## src/b64e_pkg.sv

```systemverilog
`timescale 1ns / 1ps
`default_nettype none
package b64e_pkg;

  localparam int unsigned JobQueueDepth = 2;

  localparam logic [7:0] PadChar = 8'h3D;

  typedef struct packed {
    logic [23:0] group;
    logic [1:0]  npad;
    logic        eot;
  } job_t;

  function automatic logic [7:0] b64_symbol(input logic [5:0] six);
    logic [7:0] s;
    s = {2'b00, six};
    if (six < 6'd26) begin
      return 8'h41 + s;
    end else if (six < 6'd52) begin
      return 8'h61 + (s - 8'd26);
    end else if (six < 6'd62) begin
      return 8'h30 + (s - 8'd52);
    end else if (six == 6'd62) begin
      return 8'h2B;
    end else begin
      return 8'h2F;
    end
  endfunction

endpackage
`default_nettype wire

```

## src/b64e_front.sv

```systemverilog
`timescale 1ns / 1ps
`default_nettype none
module b64e_front
  import b64e_pkg::*;
(
  input  wire logic       clk_i,
  input  wire logic       rst_ni,
  input  wire logic       accept_i,
  input  wire logic [7:0] data_byte_i,
  input  wire logic       final_byte_i,
  output logic            job_push_o,
  output job_t            job_o
);

  logic [15:0] pend_q, pend_d;
  logic [1:0]  cnt_q, cnt_d;
  logic [15:0] pend_new;
  logic [1:0]  cnt_new;

  always_comb begin
    pend_new   = (cnt_q == 2'd0) ? {data_byte_i, 8'h00} : {pend_q[15:8], data_byte_i};
    cnt_new    = cnt_q + 2'd1;
    pend_d     = pend_q;
    cnt_d      = cnt_q;
    job_push_o = 1'b0;
    job_o      = '{group: {pend_q, data_byte_i}, npad: 2'd0, eot: final_byte_i};
    if (accept_i) begin
      if (cnt_q[1]) begin
        job_push_o = 1'b1;
        pend_d     = '0;
        cnt_d      = '0;
      end else if (final_byte_i) begin
        job_push_o = 1'b1;
        job_o      = '{group: {pend_new, 8'h00},
                       npad: (cnt_new == 2'd1) ? 2'd2 : 2'd1, eot: 1'b1};
        pend_d     = '0;
        cnt_d      = '0;
      end else begin
        pend_d = pend_new;
        cnt_d  = cnt_new;
      end
    end
  end

  always_ff @(posedge clk_i or negedge rst_ni) begin
    if (!rst_ni) begin
      pend_q <= '0;
      cnt_q  <= '0;
    end else begin
      pend_q <= pend_d;
      cnt_q  <= cnt_d;
    end
  end

  a_cnt_range: assert property (@(posedge clk_i) disable iff (!rst_ni) cnt_q != 2'd3)
    else $error("pending count out of range");
  a_final_clears: assert property (@(posedge clk_i) disable iff (!rst_ni)
    accept_i && final_byte_i |=> cnt_q == 2'd0)
    else $error("final byte left pending state");
  a_final_pushes: assert property (@(posedge clk_i) disable iff (!rst_ni)
    accept_i && final_byte_i |-> job_push_o && job_o.eot)
    else $error("final byte produced no closing group");

endmodule
`default_nettype wire

```

## src/b64e_queue.sv

```systemverilog
`timescale 1ns / 1ps
`default_nettype none
module b64e_queue
  import b64e_pkg::*;
#(
  parameter int unsigned Depth = JobQueueDepth
) (
  input  wire logic clk_i,
  input  wire logic rst_ni,
  input  wire logic push_i,
  input  wire job_t data_i,
  output logic      full_o,
  input  wire logic pop_i,
  output logic      valid_o,
  output job_t      data_o
);

  localparam int unsigned AW = $clog2(Depth);

  job_t            mem_q [Depth];
  logic [AW-1:0]   wr_q, rd_q;
  logic [AW:0]     cnt_q;

  assign full_o  = (cnt_q == (AW+1)'(Depth));
  assign valid_o = (cnt_q != '0);
  assign data_o  = mem_q[rd_q];

  always_ff @(posedge clk_i) begin
    if (push_i) begin
      mem_q[wr_q] <= data_i;
    end
  end

  always_ff @(posedge clk_i or negedge rst_ni) begin
    if (!rst_ni) begin
      wr_q  <= '0;
      rd_q  <= '0;
      cnt_q <= '0;
    end else begin
      if (push_i) begin
        wr_q <= wr_q + 1'b1;
      end
      if (pop_i) begin
        rd_q <= rd_q + 1'b1;
      end
      cnt_q <= cnt_q + (AW+1)'(push_i) - (AW+1)'(pop_i);
    end
  end

  a_no_overflow: assert property (@(posedge clk_i) disable iff (!rst_ni) push_i |-> !full_o)
    else $error("job queue overflow");
  a_no_underflow: assert property (@(posedge clk_i) disable iff (!rst_ni) pop_i |-> valid_o)
    else $error("job queue underflow");
  a_count_bound: assert property (@(posedge clk_i) disable iff (!rst_ni)
    cnt_q <= (AW+1)'(Depth))
    else $error("job queue count out of range");

endmodule
`default_nettype wire

```

## src/b64e_back.sv

```systemverilog
`timescale 1ns / 1ps
`default_nettype none
module b64e_back
  import b64e_pkg::*;
(
  input  wire logic clk_i,
  input  wire logic rst_ni,
  input  wire logic job_valid_i,
  input  wire job_t job_i,
  output logic      job_pop_o,
  input  wire logic pop_i,
  output logic      empty_o,
  output logic [7:0] out_char_o,
  output logic      end_of_text_o
);

  logic [1:0] k_q;
  logic       ov_q;
  logic [7:0] char_q, char_d;
  logic       eot_q, eot_d;
  logic       load;
  logic [5:0] six;
  logic       is_pad;

  assign load      = job_valid_i && (!ov_q || pop_i);
  assign job_pop_o = load && (k_q == 2'd3);

  always_comb begin
    unique case (k_q)
      2'd0:    six = job_i.group[23:18];
      2'd1:    six = job_i.group[17:12];
      2'd2:    six = job_i.group[11:6];
      default: six = job_i.group[5:0];
    endcase
    is_pad = ((k_q == 2'd3) && (job_i.npad != 2'd0)) ||
             ((k_q == 2'd2) && (job_i.npad == 2'd2));
    char_d = is_pad ? PadChar : b64_symbol(six);
    eot_d  = job_i.eot && (k_q == 2'd3);
  end

  always_ff @(posedge clk_i) begin
    if (load) begin
      char_q <= char_d;
      eot_q  <= eot_d;
    end
  end

  always_ff @(posedge clk_i or negedge rst_ni) begin
    if (!rst_ni) begin
      k_q  <= '0;
      ov_q <= 1'b0;
    end else begin
      if (load) begin
        k_q  <= k_q + 2'd1;
        ov_q <= 1'b1;
      end else if (pop_i) begin
        ov_q <= 1'b0;
      end
    end
  end

  assign empty_o       = !ov_q;
  assign out_char_o    = char_q;
  assign end_of_text_o = eot_q;

  a_eot_wraps: assert property (@(posedge clk_i) disable iff (!rst_ni)
    load && eot_d |=> k_q == 2'd0)
    else $error("end of text off group boundary");
  a_first_not_pad: assert property (@(posedge clk_i) disable iff (!rst_ni)
    load && k_q == 2'd0 |=> out_char_o != PadChar)
    else $error("pad in first position");
  a_held_stall: assert property (@(posedge clk_i) disable iff (!rst_ni)
    ov_q && !pop_i |=> ov_q && $stable(out_char_o))
    else $error("result changed while waiting");

endmodule
`default_nettype wire

```

## src/base64_stream_encoder.sv

```systemverilog
`timescale 1ns / 1ps
`default_nettype none
// Channel | Handshake (taken when)  | Fields
// input   | push_i && !full_o       | data_byte_i[7:0], final_byte_i
// result  | pop_i && !empty_o       | out_char_o[7:0], end_of_text_o
//
// One byte accepted per cycle while the job queue has room.
// Results leave at one character per cycle while the receiver takes them,
// four per group of three bytes, so the character stage sets the sustained rate.
// A byte reaches the result ports through the job queue and the character register.
// Reset clears the pending bytes, the job queue and the result valid flag.
// A held result stalls the character stage, then the queue, then full_o.
module base64_stream_encoder
  import b64e_pkg::*;
#(
  parameter int unsigned QueueDepth = JobQueueDepth
) (
  input  wire logic       clk_i,
  input  wire logic       rst_ni,
  input  wire logic       push_i,
  output logic            full_o,
  input  wire logic [7:0] data_byte_i,
  input  wire logic       final_byte_i,
  input  wire logic       pop_i,
  output logic            empty_o,
  output logic [7:0]      out_char_o,
  output logic            end_of_text_o
);

  logic job_push, job_valid, job_pop;
  job_t job_in, job_out;

  b64e_front u_front (
    .clk_i,
    .rst_ni,
    .accept_i     (push_i && !full_o),
    .data_byte_i,
    .final_byte_i,
    .job_push_o   (job_push),
    .job_o        (job_in)
  );

  b64e_queue #(
    .Depth (QueueDepth)
  ) u_queue (
    .clk_i,
    .rst_ni,
    .push_i  (job_push),
    .data_i  (job_in),
    .full_o  (full_o),
    .pop_i   (job_pop),
    .valid_o (job_valid),
    .data_o  (job_out)
  );

  b64e_back u_back (
    .clk_i,
    .rst_ni,
    .job_valid_i   (job_valid),
    .job_i         (job_out),
    .job_pop_o     (job_pop),
    .pop_i         (pop_i && !empty_o),
    .empty_o,
    .out_char_o,
    .end_of_text_o
  );

endmodule
`default_nettype wire

```

## config.mk

```make
export PLATFORM = sky130hd
export DESIGN_NAME = base64_stream_encoder
export DESIGN_NICKNAME = d
export VERILOG_FILES = /design/src/b64e_pkg.sv /design/src/b64e_front.sv /design/src/b64e_queue.sv /design/src/b64e_back.sv /design/src/base64_stream_encoder.sv
export SDC_FILE = /design/constraint.sdc
export NUM_CORES = 1
export LEC_CHECK = 0
export BUFFER_PORTS_ARGS = -buffer_cell sky130_fd_sc_hd__buf_4
export CAP_MARGIN = 20
export CORE_UTILIZATION = 40
export DETAILED_ROUTE_END_ITERATION = 6
export GPL_ROUTABILITY_DRIVEN = 0
export GPL_TIMING_DRIVEN = 0
export PLACE_DENSITY = 0.56
export SKIP_LAST_GASP = 1
export SLEW_MARGIN = 20
export SYNTH_ARGS = -nofsm -noshare
export SYNTH_HDL_FRONTEND = slang
export SYNTH_SLANG_ARGS = --single-unit
```

## constraint.sdc

```tcl
create_clock -name clk_i -period 10.4 [get_ports clk_i]
set_clock_uncertainty 0.15 [all_clocks]
set_input_delay 0 -clock clk_i [delete_from_list [all_inputs] [get_ports clk_i]]
set_output_delay 0 -clock clk_i [all_outputs]
set_load 0.02 [all_outputs]
```

# Word level (Yosys, flattened, before mapping)
# Memory sizes are Yosys's and may differ from the RTL's.
# Index checks and enable logic that the tools add are counted.
# totals
register_bits,34
latchBits,0
ram_bits,54
mem_bits_ro,0
input_bits,13
out_inout_bits,11
wordCells,68
n_memories,1
# op_classes
addsub,11
multipliers,0
div,0
order_cmp,3
n_eq_ne,7
shifts,0
muxes,21
n_bitwise,0
n_reduce_logical,16
# memory_table
name,depth,word_bits,read_ports,rd_clocked_by_memory_dff,wr,line_no,source
u_queue.mem_q,2,27,1,0,1,b64e_queue.sv:20,job_t mem_q [Depth];
# ops
op,count
$mux W27,3
$mux W16,3
$mux W8,3
$pmux W6 S3,1
$lt A6 B6 Y1 const B,2
$add A6 B8 Y8 const A,1
$add A7 B6 Y8 const A,1
$add A7 B8 Y8 const A,1
$eq A2 B2 Y1 const B,4
$logic_and A1 B1 Y1,7
$mux W1,7
$sub A6 B5 Y7 const B,1
$sub A6 B6 Y7 const B,1
$eq A6 B6 Y1 const B,1
$lt A6 B5 Y1 const B,1
$mux W2,3
$reduce_bool A2 Y1,3
$add A2 B1 Y2 const B,2
$eq A2 B1 Y1 const B,2
$logic_not A2 Y1,2
$mux W3,1
$add A1 B1 Y1 const B,2
$add A2 B1 Y2,1
$logic_not A1 Y1,2
other kinds (2),3

# Longest topological paths before layout
# depth
ltp_word,7
mapped_depth,13
ltp_nobuf,12

# Hierarchy
# From an unflattened synthesis, not the netlist that was laid out.
# hier_totals
hier_cells,372
area_unflattened_um2,4847.1
# by_module_without_submodules
module,instances,cells_per_inst,area_each_um2,seq_area_each_um2
b64e_queue,1,99,2247.2,1721.7
b64e_front,1,127,1320.0,450.4
b64e_back,1,144,1252.5,345.3
base64_stream_encoder,1,2,27.5,0.0

# Worst setup path before layout
# OpenSTA, ideal clock, no wires.
# synth_timing
kind,flip-flop to flip-flop
startpoint,reg u_queue.cnt_q[1]
endpoint,mem u_queue.mem_q[0][0] (netlist bit) (enable)
t_arrival_ns,2.899
required_time_ns,9.805
slack_ns,6.907
path_stages_with_launch,5
n_path_buf,1
synth_period_minus_slack_ns,3.493
path_cell_list,dfrtp_1 > nor2b_1 > nand2b_1 > clkbuf_1 > nor3_1
# synth_between
elab_chain_len,6
# synth_lines
element,line_no,source
from (decl),b64e_queue.sv:22,logic [AW:0] cnt_q;
from (signal assigned),b64e_queue.sv:46,cnt_q <= cnt_q + (AW+1)'(push_i) - (AW+1)'(pop_i);
$eq A2 B2 Y1,b64e_queue.sv:24,assign full_o = (cnt_q == (AW+1)'(Depth));
net full_o,base64_stream_encoder.sv:21,"output logic full_o,"
$logic_not A1 Y1,base64_stream_encoder.sv:36,".accept_i (push_i && !full_o),"
$logic_and A1 B1 Y1,base64_stream_encoder.sv:36,
$mux W1,b64e_front.sv:27,if (accept_i) begin
$mux W1,b64e_queue.sv:29,if (push_i) begin
$mux W1 (not written as such),b64e_queue.sv:30,mem_q[wr_q] <= data_i;
to (decl),b64e_queue.sv:20,
# The timed path passes the listed nets, and every way through them passes these cells.

# Final worst setup path
# layout_timing
startpoint,reg u_back.k_q[0]
endpoint,"reg u_back.char_q[6], in the netlist u_back.out_char_o[6], data pin"
# layout_between
elab_chain_len,7
elab_cells_between_ends,19
classes_between,add/sub (5); order compare (3); eq/ne (3); mux (4); reduce/logical (4)
# layout_lines
element,line_no,source
from (decl),b64e_back.sv:17,logic [1:0] k_q;
from (signal assigned),b64e_back.sv:54,k_q <= k_q + 2'd1;
$eq A2 B2 Y1 (tied with other cells),"b64e_back.sv:29, b64e_back.sv:36",
$pmux W6 S3,b64e_back.sv:29,unique case (k_q)
$sub A6 B6 Y7,b64e_pkg.sv:23,return 8'h30 + (s - 8'd52);
$add A6 B8 Y8,b64e_pkg.sv:23,
$mux W8,b64e_pkg.sv:22,end else if (six < 6'd62) begin
$mux W8,b64e_pkg.sv:20,end else if (six < 6'd52) begin
$mux W8,b64e_pkg.sv:18,if (six < 6'd26) begin
to (signal assigned),b64e_back.sv:43,char_q <= char_d;
to (decl),b64e_back.sv:19,"logic [7:0] char_q, char_d;"
# Several ways; a longest one is shown, not always the timed one.
# A chain may end at the register's enable or synchronous reset.

==> metrics.cfg <==
[synth]
synth_top_family_by_area=compound AO/OA/AOI/OAI gates
synth_edf_count=63
synth.net_count=362
synth_seq_area_share_pct=59.9
synth_cell_types=52
synth_cells=336
ys_ff_latch=88
synth_simple_gate_area_share_pct=12.0
synthXorXnorAreaFrac_pct=1.88
synth_warnings=0
synth_fa_ha_area_share_pct=3.87
netlist_area_sq_um=4200
muxShareOfSynthArea_pct=6.64
synth-compound-area-share_pct=12.4
async_flop_share_pct=28.4
synthFlopType=edfxtp_1
syn_avg_cell_area_sq_um=12.5

[routing]
drc=0
num_vias=2755
wl_per_cell_um=16.5
wirelength_mm=8.70
drtIter0Drc=111
via_per_inst=5.22
ant_nets=0
drt_pre_antenna_iters=4

[cts]
cts_tree=done
cts_setup_buffers=0
post_cts_resized=0
cts_max_level=3
cts.sinks=88
clkSlewWorstSetupHoldPaths_ns=0.08
clockBufferDepth=2
clkLatencyLatePin_ns=0.36
cts_root_buffer=clkbuf_8
cts_buffers=9
holdBufCountCts=14

[hold_path]
hp-class=primary input to register
hold_start=pop_i

[run_status]
status=complete, no violations

[setup_path]
critPathLaunchType=register
critPathBufInv=3
cp_data_arrival_time_ns=3.92
critPathLaunch=u_back.k_q[0]
path_max_fanout=10
r2r-start=u_back.k_q[0]
worstSetupEndpointType=register
crit_family=compound AO/OA/AOI/OAI gates
crit_chain=inv_1, ha_1, clkbuf_1, a222oi_1, mux4_2, inv_1, ha_1, nor2b_1, nand2_1, a2111oi_0, a211oi_1, xor2_1, o22ai_1
crit_type=register to register
worst_path_max_delay_cell=mux4_2
slowest_delay_ns=0.56
required_ns=10.32

[global_routing]
grt_pass1_vias=2782
gr-total-overflow=0
antenna_found_initial=0
grt_pass1_wl_mm=14.3
grt_usage_pct=17.3
grt_max_degree=28

[placement]
port_buffers=23
placedCellCount=498
dpl-instance-area_sq_um=4580
pre_cts_ws_ns=6.49
place_hpwl_mm=6.19

[sta]
max_freq_ghz=0.251
rsz0062_at_grt=no
hold_viol_final=0
period_share_pct=38.4
timing.hold.ws_ns=0.232
fin_ws_ns=6.41
max_slew.worst_pin.slew_ns=0.857
finalMaxSlewViolations=0
min_period_ns=3.99
slew_headroom_pct=42.5
finalSetupViolCount=0
fin_tns_setup_ns=0

[finish]
final_cells=528
num_antenna_cells=0
final_net_count=413
syn_to_final_growth_pct=17.2
final_cell_mix=edfxtp_1, nand2_1, buf_4
drive_gt1_share_pct=18.1
finalInstanceArea_sq_um=4930
layout_commonest_cell=edfxtp_1

[power]
p_per_area_nw_per_um2=334
pwr-share-seq_pct=34.4
pwr-share-comb_pct=51.6
power_frac_clock_pct=14.0
internal_power_uw=978
p_leak_uw=0.00191
switching_share_pct=40.5
switching_power_uw=666
irDropWorstVdd_v=0.000114

[floorplan]
die_area_sq_um=10900
num_io_pins=24
die_w_um=105
initial_utilization_pct=40.9
die_y_um=105
core-area_sq_um=10300
num_rows=37

[job]
drv_cap=0

-- sequential cells by signal, indices dropped and copies added, names as in the netlist --
| signal | cells |
|---|---|
| u_queue.mem_q | 54 |
| u_front.pend_q | 16 |
| u_back.out_char_o | 8 |
| u_back.k_q | 2 |
| u_front.cnt_q | 2 |
| u_queue.cnt_q | 2 |
| u_back.end_of_text_o | 1 |
| u_back.ov_q | 1 |
| u_queue.rd_q | 1 |
| u_queue.wr_q | 1 |
-- final cells by class --
class	count	area, sq um
Fill cell	951	5350
Sequential cell	88	2520
Multi-Input combinational cell	216	1560
Timing Repair Buffer	40	349
Tap cell	136	170
Clock buffer	11	131
Buffer	15	76.3
Inverter	17	63.8
Clock inverter	5	57.6
-- cell families (layout without fill, tap and decap cells) --
group	Yosys count	in the layout
AND/OR/NAND/NOR	99	99
flip-flops	88	88
AO/OA/AOI/OAI	71	71
buffers and inverters	32	88
multiplexers	24	24
adder cells (fa/ha/maj)	13	13
XOR/XNOR	9	9
-- per-layer routing --
metal / track usage [%] / share of wire (%)
met2: 28.5 / 48
met4: 6.22 / 1.4
met1: 22.7 / 47
met5: 0 / 0
met3: 3.20 / 3.0
-- cells in the mapped netlist, drive strengths merged (8+ instances only) --
library cell	instances	area, sq um
o21ai	18	90.1
nor2	13	48.8
inv	17	63.8
dfrtp	25	626
ha	13	163
mux2	15	176
nand2b	10	62.6
nand3	11	60.1
mux2i	8	80.1
nand2	28	105
nor3	10	55.1
and2	10	62.6
edfxtp	63	1890
a22o	18	158
clkbuf	11	41.3
-- power groups by stage --
stage               registers [uW]  logic, uW  clock network [uW]
floorplan                      588        608                   0
global placement               572        828                   0
detailed placement             572        845                   0
CTS                            566        853                 234
global route                   577        949                 253
finish                         565        848                 230
-- path summary, 6_finish.rpt --
kind	endpoint	slack (ns)	cells past startpoint
setup / recovery	u_back.out_char_o[6]	6.41	13
hold / removal	u_back.ov_q	0.23	3
setup reg to reg	u_back.out_char_o[6]	6.41	13
hold reg to reg	u_queue.cnt_q[1]	0.35	1
max in group asynchronous	u_back.k_q[1]	9.43	4
min in group asynchronous	u_front.pend_q[5]	0.51	4
-- through the flow --
stage,total power [uW],utilization (%)
finish,1640,47.9
global route,1780,47.9
CTS,1650,47.9
detailed placement,1420,44.6
global placement,1400,44.2
floorplan,1200,-
-- worst reg2reg max path, stage by stage (launching register included) --
cell	delay [ns]
dfrtp_1	0.41
inv_1	0.12
ha_1	0.18
clkbuf_1	0.39
a222oi_1	0.24
mux4_2	0.56
inv_1	0.17
ha_1	0.20
nor2b_1	0.35
nand2_1	0.18
a2111oi_0	0.37
a211oi_1	0.13
xor2_1	0.20
o22ai_1	0.08
Power figures use the tool's default switching activity.
